[config.mk]
export PLATFORM = sky130hd
export DESIGN_NAME = velocity_complementary_fusion_core
export DESIGN_NICKNAME = d
export VERILOG_FILES = /design/src/rtl/vcf_pkg.sv /design/src/rtl/vcf_mul.sv /design/src/rtl/vcf_div.sv /design/src/rtl/vcf_sqrt.sv /design/src/rtl/velocity_complementary_fusion_core.sv
export SDC_FILE = /design/constraint.sdc
export NUM_CORES = 2
export LEC_CHECK = 0
export ABC_CLOCK_PERIOD_IN_PS = 13050
export BUFFER_PORTS_ARGS = -buffer_cell sky130_fd_sc_hd__buf_2
export CORE_MARGIN = 5
export CORE_UTILIZATION = 44
export CTS_CLUSTER_DIAMETER = 120
export CTS_CLUSTER_SIZE = 30
export DETAILED_ROUTE_END_ITERATION = 10
export REMOVE_ABC_BUFFERS = 1
export SYNTH_ARGS = -nofsm -noshare
export SYNTH_HDL_FRONTEND = slang
export SYNTH_SLANG_ARGS = --single-unit
[constraint.sdc]
create_clock -name clk -period 13.05 [get_ports clk]
set_clock_uncertainty 0.15 [all_clocks]
set_input_delay 2.61 -clock clk [delete_from_list [all_inputs] [get_ports clk]]
set_output_delay 2.61 -clock clk [all_outputs]
set_load 0.02 [all_outputs]
[src/rtl/vcf_pkg.sv]
// ---------------------------------------------------------------------------
// vcf_pkg
// Shared types, constants and fixed-point helpers of the velocity fusion core.
// ---------------------------------------------------------------------------
package vcf_pkg;

	// Register indexes of the configuration port.
	localparam logic REG_SONAR_WEIGHT    = 1'b0;
	localparam logic REG_ACCEL_SMOOTHING = 1'b1;

	// Input opcodes.
	localparam logic OP_FUSE   = 1'b0;
	localparam logic OP_WARMUP = 1'b1;

	// Fixed-point constants.
	localparam int unsigned Q16_ONE        = 65536;
	localparam int          G_SCALED       = 1048576;
	localparam int          STILL_ACC_MAX  = 20971;
	localparam int unsigned STILL_NEEDED   = 3;
	localparam int unsigned STILL_CAP      = 255;
	localparam int unsigned GRAVITY_CMS    = 981;
	localparam int unsigned INTEG_DIVISOR  = 512000;
	localparam int unsigned BLEND_KEEP     = 19;
	localparam int unsigned WEIGHT_RESET   = 32768;
	localparam int unsigned SMOOTH_RESET   = 6554;

	// Datapath widths.
	localparam int MUL_A_W = 38;
	localparam int MUL_B_W = 18;
	localparam int WIDE_W  = 56;
	localparam int DEN_W   = 21;
	localparam int DVD_W   = 53;
	localparam int RAD_W   = 44;
	localparam int ROOT_W  = 22;
	localparam int ACC_W   = 24;

	typedef logic signed [WIDE_W-1:0] wide_t;

	// Request to the shared divider.
	typedef struct packed {
		logic              start;
		wide_t             num;
		logic [DEN_W-1:0]  den;
	} div_req_t;

	// Sequencer states.
	typedef enum logic [4:0] {
		ST_IDLE, ST_SQX, ST_SQY, ST_SQZ, ST_SQE, ST_SQW,
		ST_LP1, ST_LP2, ST_LP3, ST_LPR,
		ST_IN1, ST_IN2, ST_IN3, ST_INW,
		ST_BL1, ST_BL2, ST_BL3, ST_BLW,
		ST_VS, ST_VSW, ST_SV, ST_SVW,
		ST_FU1, ST_FU2, ST_FU3, ST_OUT
	} state_t;

	// Arithmetic shift right by n with rounding to nearest, ties away from zero.
	function automatic wide_t rnd_shr(input wide_t x, input int unsigned n);
		logic [WIDE_W-1:0] mag;
		logic [WIDE_W-1:0] q;
		mag = x[WIDE_W-1] ? $unsigned(-x) : $unsigned(x);
		q   = (mag + (WIDE_W'(1) << (n - 1))) >> n;
		return x[WIDE_W-1] ? -$signed(q) : $signed(q);
	endfunction

	// Saturate to a signed 32-bit value.
	function automatic logic signed [31:0] sat32(input wide_t x);
		if (x > wide_t'(32'sh7FFF_FFFF)) begin
			return 32'sh7FFF_FFFF;
		end else if (x < -wide_t'(64'sh8000_0000)) begin
			return 32'sh8000_0000;
		end
		return x[31:0];
	endfunction

	// Saturate to a signed 24-bit value.
	function automatic logic signed [23:0] sat24(input wide_t x);
		if (x > wide_t'(24'sh7F_FFFF)) begin
			return 24'sh7F_FFFF;
		end else if (x < -wide_t'(32'sh0080_0000)) begin
			return 24'sh80_0000;
		end
		return x[23:0];
	endfunction

endpackage

[src/rtl/vcf_mul.sv]
// ---------------------------------------------------------------------------
// vcf_mul
// Shared signed multiplier with a registered product.
// ---------------------------------------------------------------------------
module vcf_mul (
	input  logic                                clk,
	input  logic signed [vcf_pkg::MUL_A_W-1:0]  a,
	input  logic signed [vcf_pkg::MUL_B_W-1:0]  b,
	output vcf_pkg::wide_t                      p_s1
);

	// One product per cycle, available on the next cycle.
	always_ff @(posedge clk) begin
		p_s1 <= vcf_pkg::wide_t'(a) * vcf_pkg::wide_t'(b);
	end

endmodule

[src/rtl/vcf_div.sv]
// ---------------------------------------------------------------------------
// vcf_div
// Shared restoring divider, one quotient bit per cycle, rounding to nearest
// with ties away from zero.
// ---------------------------------------------------------------------------
module vcf_div (
	input  logic                clk,
	input  logic                arst_n,
	input  vcf_pkg::div_req_t   req,
	output logic                done,
	output vcf_pkg::wide_t      quot
);

	localparam int CNT_W = $clog2(vcf_pkg::DVD_W + 1);

	logic [vcf_pkg::DVD_W-1:0]   dvd_q;
	logic [vcf_pkg::DEN_W-1:0]   rem_q;
	logic [vcf_pkg::DEN_W-1:0]   den_q;
	logic [CNT_W-1:0]            cnt_q;
	logic                        neg_q;
	logic                        busy_q;
	logic                        done_q;
	logic [vcf_pkg::WIDE_W-1:0]  num_mag;
	logic [vcf_pkg::DEN_W:0]     rem_sh;
	logic                        fit;

	// Magnitude of the request, biased by half the divisor for rounding.
	assign num_mag = req.num[vcf_pkg::WIDE_W-1] ? $unsigned(-req.num) : $unsigned(req.num);
	assign rem_sh  = {rem_q, dvd_q[vcf_pkg::DVD_W-1]};
	assign fit     = rem_sh >= {1'b0, den_q};

	// Control: counter and busy flag.
	always_ff @(posedge clk or negedge arst_n) begin
		if (!arst_n) begin
			busy_q <= 1'b0;
			done_q <= 1'b0;
			cnt_q  <= '0;
		end else begin
			done_q <= 1'b0;
			if (req.start) begin
				busy_q <= 1'b1;
				cnt_q  <= CNT_W'(vcf_pkg::DVD_W);
			end else if (busy_q) begin
				cnt_q <= cnt_q - 1'b1;
				if (cnt_q == CNT_W'(1)) begin
					busy_q <= 1'b0;
					done_q <= 1'b1;
				end
			end
		end
	end

	// Datapath: shift the dividend through the partial remainder.
	always_ff @(posedge clk) begin
		if (req.start) begin
			dvd_q <= num_mag[vcf_pkg::DVD_W-1:0] + vcf_pkg::DVD_W'(req.den >> 1);
			rem_q <= '0;
			den_q <= req.den;
			neg_q <= req.num[vcf_pkg::WIDE_W-1];
		end else if (busy_q) begin
			rem_q <= fit ? vcf_pkg::DEN_W'(rem_sh - {1'b0, den_q}) : rem_sh[vcf_pkg::DEN_W-1:0];
			dvd_q <= {dvd_q[vcf_pkg::DVD_W-2:0], fit};
		end
	end

	assign done = done_q;
	assign quot = neg_q ? -$signed(vcf_pkg::WIDE_W'(dvd_q)) : $signed(vcf_pkg::WIDE_W'(dvd_q));

endmodule

[src/rtl/vcf_sqrt.sv]
// ---------------------------------------------------------------------------
// vcf_sqrt
// Integer square root, one result bit per cycle.
// ---------------------------------------------------------------------------
module vcf_sqrt (
	input  logic                         clk,
	input  logic                         arst_n,
	input  logic                         start,
	input  logic [vcf_pkg::RAD_W-1:0]    radicand,
	output logic                         done,
	output logic [vcf_pkg::ROOT_W-1:0]   root
);

	localparam int REM_W = vcf_pkg::ROOT_W + 2;
	localparam int CNT_W = $clog2(vcf_pkg::ROOT_W + 1);

	logic [vcf_pkg::RAD_W-1:0]   rad_q;
	logic [REM_W-1:0]            rem_q;
	logic [vcf_pkg::ROOT_W-1:0]  root_q;
	logic [CNT_W-1:0]            cnt_q;
	logic                        busy_q;
	logic                        done_q;
	logic [REM_W+1:0]            rem_sh;
	logic [REM_W+1:0]            trial;
	logic                        fit;

	// Bring down two radicand bits and try a one in the next root position.
	assign rem_sh = {rem_q, rad_q[vcf_pkg::RAD_W-1 -: 2]};
	assign trial  = (REM_W+2)'({root_q, 2'b01});
	assign fit    = rem_sh >= trial;

	// Control: counter and busy flag.
	always_ff @(posedge clk or negedge arst_n) begin
		if (!arst_n) begin
			busy_q <= 1'b0;
			done_q <= 1'b0;
			cnt_q  <= '0;
		end else begin
			done_q <= 1'b0;
			if (start) begin
				busy_q <= 1'b1;
				cnt_q  <= CNT_W'(vcf_pkg::ROOT_W);
			end else if (busy_q) begin
				cnt_q <= cnt_q - 1'b1;
				if (cnt_q == CNT_W'(1)) begin
					busy_q <= 1'b0;
					done_q <= 1'b1;
				end
			end
		end
	end

	// Datapath.
	always_ff @(posedge clk) begin
		if (start) begin
			rad_q  <= radicand;
			rem_q  <= '0;
			root_q <= '0;
		end else if (busy_q) begin
			rad_q  <= {rad_q[vcf_pkg::RAD_W-3:0], 2'b00};
			rem_q  <= fit ? REM_W'(rem_sh - trial) : rem_sh[REM_W-1:0];
			root_q <= {root_q[vcf_pkg::ROOT_W-2:0], fit};
		end
	end

	assign done = done_q;
	assign root = root_q;

endmodule

[src/rtl/velocity_complementary_fusion_core.sv]
// ---------------------------------------------------------------------------
// velocity_complementary_fusion_core
// Sonar and accelerometer velocity fusion on one shared multiplier, divider
// and square-root unit.
// ---------------------------------------------------------------------------
// A fuse request runs the 22-step square root, then four passes through the
// 53-step divider (inertial integration, velocity blend, and the two sonar
// velocities), with sequencer and multiplier steps in between. A warm-up
// request skips the arithmetic and goes straight to the output state. The
// block holds in_stall high while a request is in work and drops it as the
// result moves into the output register; a previous result held there by
// out_stall delays that move for as long as the stall lasts. Configuration
// is written through cfg_we, cfg_index and cfg_data; the user must do so
// only while the block is idle, which the block itself does not enforce.
module velocity_complementary_fusion_core (
	input  logic                clk,
	input  logic                arst_n,
	input  logic                in_valid,
	output logic                in_stall,
	input  logic                opcode,
	input  logic [14:0]         distance,
	input  logic signed [15:0]  accel_x,
	input  logic signed [15:0]  accel_y,
	input  logic signed [15:0]  accel_z,
	input  logic [15:0]         elapsed_ms,
	output logic                out_valid,
	input  logic                out_stall,
	output logic signed [23:0]  sonar_velocity,
	output logic signed [23:0]  inertial_velocity,
	output logic signed [23:0]  fused_velocity,
	input  logic                cfg_we,
	input  logic                cfg_index,
	input  logic [16:0]         cfg_data
);

	vcf_pkg::state_t state_q, state_nxt;

	// Configuration.
	logic [16:0] weight_q, smooth_cfg_q;
	logic [16:0] k, w;

	// Latched request.
	logic [14:0]        dist_q;
	logic signed [15:0] ax_q, ay_q, az_q;
	logic [15:0]        ms_q;

	// Persistent state.
	logic [14:0]                       last_q;
	logic signed [31:0]                acc_q;
	logic signed [vcf_pkg::ACC_W-1:0]  smooth_q, prev_q;
	logic [7:0]                        still_q;

	// Scratch registers.
	logic [31:0]                       sum_q;
	logic signed [vcf_pkg::ACC_W-1:0]  amag_q;
	logic signed [15:0]                diff_q;
	vcf_pkg::wide_t                    t_q, vs_q, sv_q;
	logic                              out_valid_q;
	logic signed [23:0]                sonar_q, inert_q, fused_q;

	// Shared units.
	logic signed [vcf_pkg::MUL_A_W-1:0] mul_a;
	logic signed [vcf_pkg::MUL_B_W-1:0] mul_b;
	vcf_pkg::wide_t                     mul_p_s1;
	vcf_pkg::div_req_t                  div_req;
	logic                               div_done;
	vcf_pkg::wide_t                     div_quot;
	logic                               sqrt_start;
	logic                               sqrt_done;
	logic [vcf_pkg::ROOT_W-1:0]         sqrt_root;

	// Derived values.
	logic                   in_take, out_take, out_load;
	logic [31:0]            sq_sum;
	logic [vcf_pkg::DEN_W-1:0] ms20;
	vcf_pkg::wide_t         diff_w, diffs, diffk, alp_w, acc_sum, v_blend;
	logic                   valid_tick, still;
	logic [14:0]            abs_diff;
	logic [25:0]            abs_diff_k;
	logic [7:0]             still_nxt;

	vcf_mul u_mul (.clk(clk), .a(mul_a), .b(mul_b), .p_s1(mul_p_s1));
	vcf_div u_div (.clk(clk), .arst_n(arst_n), .req(div_req), .done(div_done), .quot(div_quot));
	vcf_sqrt u_sqrt (
		.clk(clk), .arst_n(arst_n), .start(sqrt_start),
		.radicand({sum_q + mul_p_s1[31:0], 12'b0}), .done(sqrt_done), .root(sqrt_root)
	);

	// Handshakes.
	assign in_stall = (state_q != vcf_pkg::ST_IDLE);
	assign in_take  = in_valid && !in_stall;
	assign out_take = out_valid_q && !out_stall;
	assign out_load = (state_q == vcf_pkg::ST_OUT) && (!out_valid_q || !out_stall);

	// Coefficients above one act as one.
	assign k = (smooth_cfg_q > 17'(vcf_pkg::Q16_ONE)) ? 17'(vcf_pkg::Q16_ONE) : smooth_cfg_q;
	assign w = (weight_q > 17'(vcf_pkg::Q16_ONE)) ? 17'(vcf_pkg::Q16_ONE) : weight_q;

	// Constant scalings as shift-and-add.
	assign sq_sum     = sum_q + mul_p_s1[31:0];
	assign ms20       = vcf_pkg::DEN_W'({ms_q, 4'b0}) + vcf_pkg::DEN_W'({ms_q, 2'b0});
	assign diff_w     = vcf_pkg::wide_t'(diff_q);
	assign diffs      = (diff_w <<< 18) - (diff_w <<< 12) - (diff_w <<< 11);
	assign diffk      = (diff_w <<< 10) - (diff_w <<< 4) - (diff_w <<< 3);
	assign alp_w      = vcf_pkg::rnd_shr(t_q, 16);
	assign acc_sum    = vcf_pkg::wide_t'(acc_q) + div_quot;
	assign abs_diff   = diff_q[15] ? 15'(-diff_q) : diff_q[14:0];
	assign abs_diff_k = (26'(abs_diff) << 10) - (26'(abs_diff) << 4) - (26'(abs_diff) << 3);

	// Stillness test and run counter.
	assign valid_tick = (dist_q != '0);
	assign still = valid_tick
		&& (smooth_q <= vcf_pkg::ACC_W'(vcf_pkg::STILL_ACC_MAX))
		&& (smooth_q >= -vcf_pkg::ACC_W'(vcf_pkg::STILL_ACC_MAX))
		&& (abs_diff_k < 26'({ms_q, 3'b0}));
	assign still_nxt = (still_q < 8'(vcf_pkg::STILL_CAP)) ? still_q + 1'b1 : still_q;
	assign v_blend = (still && (still_nxt >= 8'(vcf_pkg::STILL_NEEDED)))
		? '0 : vcf_pkg::wide_t'(vcf_pkg::sat32(div_quot));

	// Sequencer state register.
	always_ff @(posedge clk or negedge arst_n) begin
		if (!arst_n) begin
			state_q <= vcf_pkg::ST_IDLE;
		end else begin
			state_q <= state_nxt;
		end
	end

	// Sequencer: next state and shared-unit operands.
	always_comb begin
		state_nxt     = state_q;
		mul_a         = '0;
		mul_b         = '0;
		div_req.start = 1'b0;
		div_req.num   = '0;
		div_req.den   = vcf_pkg::DEN_W'(1);
		sqrt_start    = 1'b0;
		case (state_q)
			vcf_pkg::ST_IDLE: begin
				if (in_take) begin
					state_nxt = (opcode == vcf_pkg::OP_WARMUP) ? vcf_pkg::ST_OUT : vcf_pkg::ST_SQX;
				end
			end
			vcf_pkg::ST_SQX: begin
				mul_a = vcf_pkg::MUL_A_W'(ax_q);
				mul_b = vcf_pkg::MUL_B_W'(ax_q);
				state_nxt = vcf_pkg::ST_SQY;
			end
			vcf_pkg::ST_SQY: begin
				mul_a = vcf_pkg::MUL_A_W'(ay_q);
				mul_b = vcf_pkg::MUL_B_W'(ay_q);
				state_nxt = vcf_pkg::ST_SQZ;
			end
			vcf_pkg::ST_SQZ: begin
				mul_a = vcf_pkg::MUL_A_W'(az_q);
				mul_b = vcf_pkg::MUL_B_W'(az_q);
				state_nxt = vcf_pkg::ST_SQE;
			end
			vcf_pkg::ST_SQE: begin
				sqrt_start = 1'b1;
				state_nxt  = vcf_pkg::ST_SQW;
			end
			vcf_pkg::ST_SQW: begin
				if (sqrt_done) begin
					state_nxt = vcf_pkg::ST_LP1;
				end
			end
			vcf_pkg::ST_LP1: begin
				mul_a = vcf_pkg::MUL_A_W'(amag_q);
				mul_b = $signed({1'b0, k});
				state_nxt = vcf_pkg::ST_LP2;
			end
			vcf_pkg::ST_LP2: begin
				mul_a = vcf_pkg::MUL_A_W'(smooth_q);
				mul_b = $signed({1'b0, 17'(17'(vcf_pkg::Q16_ONE) - k)});
				state_nxt = vcf_pkg::ST_LP3;
			end
			vcf_pkg::ST_LP3: begin
				state_nxt = vcf_pkg::ST_LPR;
			end
			vcf_pkg::ST_LPR: begin
				state_nxt = vcf_pkg::ST_IN1;
			end
			vcf_pkg::ST_IN1: begin
				mul_a = vcf_pkg::MUL_A_W'(smooth_q) + vcf_pkg::MUL_A_W'(prev_q);
				mul_b = vcf_pkg::MUL_B_W'(vcf_pkg::GRAVITY_CMS);
				state_nxt = vcf_pkg::ST_IN2;
			end
			vcf_pkg::ST_IN2: begin
				mul_a = $signed(mul_p_s1[vcf_pkg::MUL_A_W-1:0]);
				mul_b = $signed({2'b00, ms_q});
				state_nxt = vcf_pkg::ST_IN3;
			end
			vcf_pkg::ST_IN3: begin
				div_req.start = 1'b1;
				div_req.num   = mul_p_s1;
				div_req.den   = vcf_pkg::DEN_W'(vcf_pkg::INTEG_DIVISOR);
				state_nxt     = vcf_pkg::ST_INW;
			end
			vcf_pkg::ST_INW: begin
				if (div_done) begin
					state_nxt = vcf_pkg::ST_BL1;
				end
			end
			vcf_pkg::ST_BL1: begin
				mul_a = vcf_pkg::MUL_A_W'(acc_q);
				mul_b = vcf_pkg::MUL_B_W'(vcf_pkg::BLEND_KEEP);
				state_nxt = vcf_pkg::ST_BL2;
			end
			vcf_pkg::ST_BL2: begin
				mul_a = $signed(mul_p_s1[vcf_pkg::MUL_A_W-1:0]);
				mul_b = $signed({2'b00, ms_q});
				state_nxt = vcf_pkg::ST_BL3;
			end
			vcf_pkg::ST_BL3: begin
				div_req.start = 1'b1;
				div_req.num   = mul_p_s1 + diffs;
				div_req.den   = ms20;
				state_nxt     = vcf_pkg::ST_BLW;
			end
			vcf_pkg::ST_BLW: begin
				if (div_done) begin
					state_nxt = vcf_pkg::ST_VS;
				end
			end
			vcf_pkg::ST_VS: begin
				div_req.start = 1'b1;
				div_req.num   = diffs;
				div_req.den   = vcf_pkg::DEN_W'(ms_q);
				state_nxt     = vcf_pkg::ST_VSW;
			end
			vcf_pkg::ST_VSW: begin
				if (div_done) begin
					state_nxt = vcf_pkg::ST_SV;
				end
			end
			vcf_pkg::ST_SV: begin
				div_req.start = 1'b1;
				div_req.num   = diffk;
				div_req.den   = vcf_pkg::DEN_W'(ms_q);
				state_nxt     = vcf_pkg::ST_SVW;
			end
			vcf_pkg::ST_SVW: begin
				if (div_done) begin
					state_nxt = vcf_pkg::ST_FU1;
				end
			end
			vcf_pkg::ST_FU1: begin
				mul_a = $signed(vs_q[vcf_pkg::MUL_A_W-1:0]);
				mul_b = $signed({1'b0, w});
				state_nxt = vcf_pkg::ST_FU2;
			end
			vcf_pkg::ST_FU2: begin
				mul_a = vcf_pkg::MUL_A_W'(acc_q);
				mul_b = $signed({1'b0, 17'(17'(vcf_pkg::Q16_ONE) - w)});
				state_nxt = vcf_pkg::ST_FU3;
			end
			vcf_pkg::ST_FU3: begin
				state_nxt = vcf_pkg::ST_OUT;
			end
			vcf_pkg::ST_OUT: begin
				if (out_load) begin
					state_nxt = vcf_pkg::ST_IDLE;
				end
			end
			default: begin
				state_nxt = vcf_pkg::ST_IDLE;
			end
		endcase
	end

	// Configuration registers.
	always_ff @(posedge clk or negedge arst_n) begin
		if (!arst_n) begin
			weight_q     <= 17'(vcf_pkg::WEIGHT_RESET);
			smooth_cfg_q <= 17'(vcf_pkg::SMOOTH_RESET);
		end else if (cfg_we) begin
			case (cfg_index)
				vcf_pkg::REG_SONAR_WEIGHT:    weight_q     <= cfg_data;
				vcf_pkg::REG_ACCEL_SMOOTHING: smooth_cfg_q <= cfg_data;
				default: ;
			endcase
		end
	end

	// Filter state, cleared by reset and by a warm-up request, which also loads the last distance.
	always_ff @(posedge clk or negedge arst_n) begin
		if (!arst_n) begin
			last_q   <= '0;
			acc_q    <= '0;
			smooth_q <= '0;
			prev_q   <= '0;
			still_q  <= '0;
		end else begin
			if (in_take && (opcode == vcf_pkg::OP_WARMUP)) begin
				last_q   <= distance;
				acc_q    <= '0;
				smooth_q <= '0;
				prev_q   <= '0;
				still_q  <= '0;
			end
			if (state_q == vcf_pkg::ST_LPR) begin
				smooth_q <= alp_w[vcf_pkg::ACC_W-1:0];
				if (valid_tick) begin
					last_q <= dist_q;
				end
			end
			if ((state_q == vcf_pkg::ST_INW) && div_done) begin
				acc_q  <= vcf_pkg::sat32(acc_sum);
				prev_q <= smooth_q;
			end
			if ((state_q == vcf_pkg::ST_BLW) && div_done) begin
				acc_q <= v_blend[31:0];
				if (still) begin
					still_q <= still_nxt;
				end else if (valid_tick) begin
					still_q <= '0;
				end
			end
		end
	end

	// Request latch and scratch registers.
	always_ff @(posedge clk) begin
		if (in_take) begin
			dist_q <= distance;
			ax_q   <= accel_x;
			ay_q   <= accel_y;
			az_q   <= accel_z;
			ms_q   <= (elapsed_ms == '0) ? 16'd1 : elapsed_ms;
			t_q    <= '0;
			sv_q   <= '0;
		end
		case (state_q)
			vcf_pkg::ST_SQY: sum_q <= mul_p_s1[31:0];
			vcf_pkg::ST_SQZ: sum_q <= sq_sum;
			vcf_pkg::ST_SQW: begin
				if (sqrt_done) begin
					amag_q <= vcf_pkg::ACC_W'(sqrt_root) - vcf_pkg::ACC_W'(vcf_pkg::G_SCALED);
				end
			end
			vcf_pkg::ST_LP2: t_q <= mul_p_s1;
			vcf_pkg::ST_LP3: t_q <= t_q + mul_p_s1;
			vcf_pkg::ST_LPR: diff_q <= valid_tick ? $signed({1'b0, dist_q}) - $signed({1'b0, last_q}) : '0;
			vcf_pkg::ST_VSW: begin
				if (div_done) begin
					vs_q <= div_quot;
				end
			end
			vcf_pkg::ST_SVW: begin
				if (div_done) begin
					sv_q <= div_quot;
				end
			end
			vcf_pkg::ST_FU2: t_q <= mul_p_s1;
			vcf_pkg::ST_FU3: t_q <= t_q + mul_p_s1;
			default: ;
		endcase
	end

	// Output register.
	always_ff @(posedge clk or negedge arst_n) begin
		if (!arst_n) begin
			out_valid_q <= 1'b0;
		end else if (out_load) begin
			out_valid_q <= 1'b1;
		end else if (out_take) begin
			out_valid_q <= 1'b0;
		end
	end

	always_ff @(posedge clk) begin
		if (out_load) begin
			sonar_q <= vcf_pkg::sat24(sv_q);
			inert_q <= vcf_pkg::sat24(vcf_pkg::rnd_shr(vcf_pkg::wide_t'(acc_q), 8));
			fused_q <= vcf_pkg::sat24(vcf_pkg::rnd_shr(t_q, 24));
		end
	end

	assign out_valid         = out_valid_q;
	assign sonar_velocity    = sonar_q;
	assign inertial_velocity = inert_q;
	assign fused_velocity    = fused_q;

endmodule

* Yosys cells after proc, flatten, opt, wreduce, memory -nomap -nowiden
Index checks and enable logic that the tools add are counted.
** Storage, ports and cells
- Bits in registers :: 761
- Input bits :: 103
- Output and inout port bits :: 74
- Word-level logic and storage cells :: 257
** Operators by class
- Add/subtract/negate cells :: 33
- Multiply operators :: 1
- Magnitude comparators :: 19
- Equality and inequality tests :: 34
- Multiplexer cells :: 97
- Bitwise logic cells :: 1
- Reduce and logical (&&, ||, !) cells :: 35
** Operator list (count)
- $mux 56 :: 9
- $pmux 38 s9 :: 1
- $mux 24 :: 14
- $mux 32 :: 10
- $pmux 78 s4 :: 1
- $pmux 18 s10 :: 1
- $gt 56x24->1 const B :: 3
- $lt 56x24->1 const B :: 3
- $mux 53 :: 3
- $pmux 5 s26 :: 1
- $gt 56x32->1 const B :: 2
- $lt 56x32->1 const B :: 2
- $neg 32->56 :: 2
- $pmux 56 s2 :: 1
- $mux 44 :: 2
- $pmux 32 s2 :: 1
- $mux 15 :: 4
- $add 32x56->56 :: 1
- $add 56x24->56 const B :: 1
- $add 56x36->56 :: 1
- $add 56x56->56 :: 1
- $add 56x8->56 const B :: 1
- $mul 38x18->56 :: 1
- $neg 48->56 :: 1
- other kinds (59) :: 153

* Longest topological paths before layout
- Word-level depth :: 10
- Gate-level depth with buffers :: 47
- Depth with buffers taken out :: 47

* Modules after synthesis
A second synthesis with hierarchy kept.
** Unflattened totals
- Cell total of the unflattened synthesis :: 9532
- Area, all modules :: 83807.9 um^2
** By module, submodules not included
- velocity_complementary_fusion_core :: instances 1, cells each 5080, area an instance 44107.3 um^2, seq. area each 14198.6 um^2
- vcf_mul :: instances 1, cells each 2772, area an instance 24409.7 um^2, seq. area each 1121.1 um^2
- vcf_div :: instances 1, cells each 1122, area an instance 9765.6 um^2, seq. area each 2872.8 um^2
- vcf_sqrt :: instances 1, cells each 558, area an instance 5525.3 um^2, seq. area each 2417.3 um^2

* Worst setup path before layout
Ideal clock, no wire load.
- Path kind :: register -> register
- Start point :: register diff_q[15]
- End point :: register u_div.dvd_q[51] in the netlist's numbering (data pin)
- Library setup time :: 0.265 ns
- Arrival time :: 10.909 ns
- Data required time :: 12.635 ns
- Slack :: 1.727 ns
- Stages on the path, launching flop included :: 47
- Path buffers :: 10
- Clock period less this slack :: 11.323 ns
- Cells stage by stage :: edfxtp_1 -> clkbuf_1 -> clkinv_1 -> fa_1 -> ha_1 -> clkbuf_1 -> a21oi_1 -> o221a_2 -> inv_1 -> o31a_1 -> nor2_1 -> ha_1 -> clkbuf_1 -> a21o_1 -> a21o_1 -> a21oi_1 -> o211ai_1 -> and3_1 -> (+11 left out) -> xnor2_1 -> ha_1 -> a21oi_1 -> o21bai_1 -> a21oi_1 -> o21bai_1 -> a31oi_1 -> o21ai_0 -> a211oi_1 -> nor3b_1 -> o41ai_1 -> nor2_1 -> nand4_1 -> or4_1 -> clkbuf_1 -> nor4_2 -> nand3_1 -> mux2i_1
** Between the ends
- Word-level cells in the longest chain between the ends :: 8
- Elaborated cells between the ends (all ways) :: 10
- Classes of those cells :: add/sub (7); mux (3)
** RTL lines
- start: declaration :: RTL line velocity_complementary_fusion_core.sv:56 : logic signed [15:0] diff_q;
- start signal: assignment :: RTL line velocity_complementary_fusion_core.sv:344 : vcf_pkg::ST_LPR: diff_q <= valid_tick ? $signed({1'b0, dist_q}) - $signed({1'b0, last_q}) : '0;
- $sub 34x28->35 :: RTL line velocity_complementary_fusion_core.sv:103 : assign diffs = (diff_w <<< 18) - (diff_w <<< 12) - (diff_w <<< 11);
- $sub 35x27->36 :: RTL line velocity_complementary_fusion_core.sv:103
- $add 56x36->56 :: RTL line velocity_complementary_fusion_core.sv:217 : div_req.num = mul_p_s1 + diffs;
- $pmux 78 s4 * :: RTL line velocity_complementary_fusion_core.sv:138 : case (state_q)
- $neg 53->53 :: RTL line vcf_div.sv:28 : assign num_mag = req.num[vcf_pkg::WIDE_W-1] ? $unsigned(-req.num) : $unsigned(req.num);
- $mux 53 * :: RTL line vcf_div.sv:28
- $add 53x20->53 * :: RTL line vcf_div.sv:56 : dvd_q <= num_mag[vcf_pkg::DVD_W-1:0] + vcf_pkg::DVD_W'(req.den >> 1);
- $mux 53 * :: RTL line vcf_div.sv:55 : if (req.start) begin
- end signal: assignment :: RTL line vcf_div.sv:56
- end signal: assignment :: RTL line vcf_div.sv:62 : dvd_q <= {dvd_q[vcf_pkg::DVD_W-2:0], fit};
- end: declaration :: RTL line vcf_div.sv:16 : logic [vcf_pkg::DVD_W-1:0] dvd_q;
Every way passes the cells marked *; elsewhere a longest branch is shown, timed or not.
A chain may end at the register's enable or synchronous reset.

* Worst setup path in the final report
- Start point :: register state_q[2]
- End point :: register u_mul.p_s1[55]
** Between the ends
- Word-level cells in the longest chain between the ends :: 4
- Elaborated cells between the ends (all ways) :: 16
- Classes of those cells :: mul (1); eq/ne (11); mux (2); reduce/logical (2)
** RTL lines
- start: declaration :: RTL line velocity_complementary_fusion_core.sv:36 : vcf_pkg::state_t state_q, state_nxt;
- start signal: assignment :: RTL line velocity_complementary_fusion_core.sv:123 : state_q <= vcf_pkg::ST_IDLE;
- start signal: assignment :: RTL line velocity_complementary_fusion_core.sv:125 : state_q <= state_nxt;
- $eq 5x4->1 or $eq 5x5->1 (tied branches) :: RTL line velocity_complementary_fusion_core.sv:138
- $reduce_or 2->1 (no line)
- $pmux 18 s10 or $pmux 38 s9 (tied branches) :: RTL line velocity_complementary_fusion_core.sv:138
- $mul 38x18->56 * :: RTL line vcf_mul.sv:14 : p_s1 <= vcf_pkg::wide_t'(a) * vcf_pkg::wide_t'(b);
- end signal: assignment :: RTL line vcf_mul.sv:14
- end: declaration :: RTL line vcf_mul.sv:9 : output vcf_pkg::wide_t p_s1
Marked as above.

==> impl_results.md <==
- Area delta synth->final: 6.26%
- Synth async-reset ratio: 20.8%
- Clk sink count: 760
- Slew Limit Fails: 0
- Clock-pin slew on the worst setup and hold paths: 120 ps
- Grt ovf: 0
- Largest family of logic cells by synthesized area: adder cells
- First-pass GRT wire length: 439,000 um
- Critical path's largest stage delay: 860 ps
- Vias in the first global route: 69,170
- Placed Area: 86,700 um^2
- Num CTS Buffers: 36
- Worst slew pin tran: 1310 ps
- WP buf/inv: 9
- H-tree depth: 2
- Hold buffer count at CTS: 0
- Mapped Area: 82,800 um^2
- Share of cells above drive strength 1: 6.30%
- Tcrit/Tclk final: 93.4%
- # resized after CTS: 0
- Die height: 444 um
- Mux cell area share after synthesis: 1.90%
- Adder-Cell Fraction of Synth Area: 24.4%
- Status: completed
- CP max-delay cell: a211oi_1
- Syn Area/Cell: 8.50 um^2
- Core Region: 187,000 um^2
- Most Used Layer, Global Route: met2
- Synth Flop Type: edfxtp_1
- Simple-Gate Fraction of Synth Area: 18.3%
- Hold_ws: 332 ps
- Register area share after synthesis: 24.5%
- WP data required: 13,470 ps
- Yosys warnings: 0
- Startpoint types: flip-flop
- Starting density of the core: 44.2%
- Most Frequent Cell on Critical Path: fa_1
- Clk buf depth: 3
- Detailed Route WL: 294,000 um
- Post-synth EDFFs: 423
- Crit end category: flip-flop
- Setup violators final: 0
- Via-to-Cell Ratio: 5.92
- Arr. time, crit path: 12,610 ps
- Leakage: 38.9 nW
- Port Buf Inserts: 176
- CP delay by family, top: adder cells
- Cells after Synth: 9,732
- Fill cell total of the finished layout: 18,219
- Most common cell after layout, fill and taps aside: nand2_1
- M2 GR Usage: 42.4%
- Hold crit path type: flip-flop to flip-flop
- Row count: 159
- Synth Area in Compound Gates: 16.7%
- Largest net degree at the start of global routing: 86
- Antenna-violating nets left: 0
- DR iter-0 viols: 7,710
- Post-route DRC: 0
- Fin. Hold Viols: 0
- Post-CTS Repair Setup Buffers: 0
- # IOs: 177
- Critical path fanouts, max: 20
- Peak VDD IR: 86.9 uV
- GPL Wtd Cong: 0.988
- Final #Nets: 10,996
- Critical path class: flip-flop to flip-flop
- Initial antenna violation count: 12
- Die W: 444 um
- RSZ-0062 raised after global routing: false
- F_max: 0.0820 GHz
- Clk_lat worst skew: 700 ps
- First-pass iteration count of the detailed router: 6
- Vias: 72,394
- Netlist cell types: 111
- Dpl hpwl: 229,000 um
- Max Cap Viol: 0
- Max-slew headroom: 10.4%
- Tot Pwr: 5.63 mW
- PwrDens: 64.0 nW/um^2
- M3 GR Usage: 5.52%
- Post-synthesis xor/xnor area fraction: 7.02%
- DIE AREA: 197,000 um^2
- DR WL/cell: 24.1 um
- #FFs+latches synth: 760
- CTS tree: done
- Root buf cell: clkbuf_16
- Most frequent cells in the layout: nand2_1 (1,393), inv_1 (1,128), fa_1 (675)
- Post-Layout Inst Area: 87,900 um^2
- Final Critical Period: 12,190 ps
- Met1 Resource Use GR: 40.9%
- Tot GR Track Use: 28.9%
## worst register-to-register path, delay by kind of cell, from the launching register on
family / cells / cell delay [ps]
adders and majority gates: 7 / 3510
AOI/OAI and AO/OA: 10 / 3260
and+or+nand+nor: 9 / 3020
buffers and inverters: 9 / 1680
DFF: 1 / 390
xor gates and xnor gates: 1 / 100
## per-stage QoR
stage	worst slack [ps]	setup TNS [ps]	instances	util, %
2_1_floorplan	-215	-243	9292	-
3_3_place_gp	391	0	12142	46.2
3_5_place_dp	1120	0	12144	46.3
4_1_cts	1050	0	12210	46.9
5_1_grt	88.0	0	12212	46.9
6_report	857	0	12219	46.9
## flip-flops by register name, summed over array words and instances (netlist names), 22 cells and up
signal and flops:
acc_q 32, amag_q 23, fused_velocity 24, inertial_velocity 24, prev_q 24, smooth_q 24, sonar_velocity 24, sum_q 32
sv_q 56, t_q 56, u_div.dvd_q 53, u_mul.p_s1 56, u_sqrt.rad_q 32, u_sqrt.rem_q 24, u_sqrt.root 22, vs_q 38
## cells in the mapped netlist (all sizes together) (31+ instances only)
| library cell | number | area, um^2 |
|---|---|---|
| nand2 | 1395 | 5240 |
| inv | 1129 | 4240 |
| fa | 675 | 13500 |
| nor2 | 626 | 2350 |
| o21ai | 583 | 2950 |
| ha | 530 | 6630 |
| a21oi | 471 | 2360 |
| edfxtp | 423 | 12700 |
| xnor2 | 417 | 3650 |
| clkbuf | 404 | 1520 |
| xor2 | 246 | 2150 |
| nand3 | 227 | 1140 |
| dfxtp | 179 | 3580 |
| nor3 | 169 | 878 |
| a21o | 164 | 1230 |
| dfrtp | 150 | 3750 |
| and2 | 117 | 732 |
| nand4 | 113 | 707 |
| mux2i | 111 | 1110 |
| nand2b | 106 | 663 |
| nor2b | 101 | 632 |
| a211oi | 96 | 726 |
| nor4 | 82 | 566 |
| a22oi | 78 | 586 |
| a31oi | 72 | 450 |
| o21a | 69 | 518 |
| and3 | 67 | 419 |
| o31ai | 61 | 463 |
| or3 | 61 | 387 |
| buf | 56 | 250 |
| o21bai | 54 | 405 |
| or2 | 45 | 282 |
| a21boi | 44 | 330 |
| mux2 | 41 | 462 |
| a32oi | 37 | 324 |
| or4 | 33 | 255 |
| a22o | 32 | 280 |
| o211ai | 31 | 238 |
## metal layers
layer	vias up	part of all wire, %
li1	33189	-
met1	35615	43
met2	3084	42
met3	504	8.9
met4	2	6.2
met5	-	0.0044
## path summary, 6_finish.rpt
kind	from	to	slack, ps	cells after the start
worst max-delay path	state_q[2]	u_mul.p_s1[55]	860	36
worst min-delay path	u_div.rem_q[20]	u_div.rem_q[20]	330	2
worst max register to register	state_q[2]	u_mul.p_s1[55]	860	36
worst min register to register	u_div.rem_q[20]	u_div.rem_q[20]	330	2
max in group asynchronous	arst_n	weight_q[14]	8790	3
min in group asynchronous	arst_n	u_div.cnt_q[5]	1700	1
## final cells by class
cell class / count / area (um^2) / share of cell area, %
Clock inverter: 14 / 234 / 0.266
Timing Repair Buffer: 358 / 2250 / 2.56
Sequential cell: 760 / 20300 / 23.0
Antenna cell: 8 / 20.0 / 0.0228
Clock buffer: 52 / 1000 / 1.14
Multi-Input combinational cell: 7400 / 56800 / 64.6
Tap cell: 2495 / 3120 / 3.55
Inverter: 1132 / 4250 / 4.83
## where the power goes
| part | switching [mW] | total [mW] | internal, mW |
|---|---|---|---|
| combinational | 0.790 | 1.33 | 0.537 |
| sequential | 0.127 | 2.78 | 2.65 |
| clock | 0.929 | 1.52 | 0.591 |
## cells by family (layout without fill, tap and decap cells)
| family | after synthesis | after routing |
|---|---|---|
| mux | 152 | 152 |
| flops | 760 | 760 |
| buf+inv | 1592 | 1556 |
| simple gates | 3239 | 3239 |
| compound gates | 2116 | 2116 |
| xor+xnor | 663 | 663 |
| other cells | 2 | 30 |
| fa+ha+maj | 1208 | 1208 |
(Power assumes the default switching activity.)
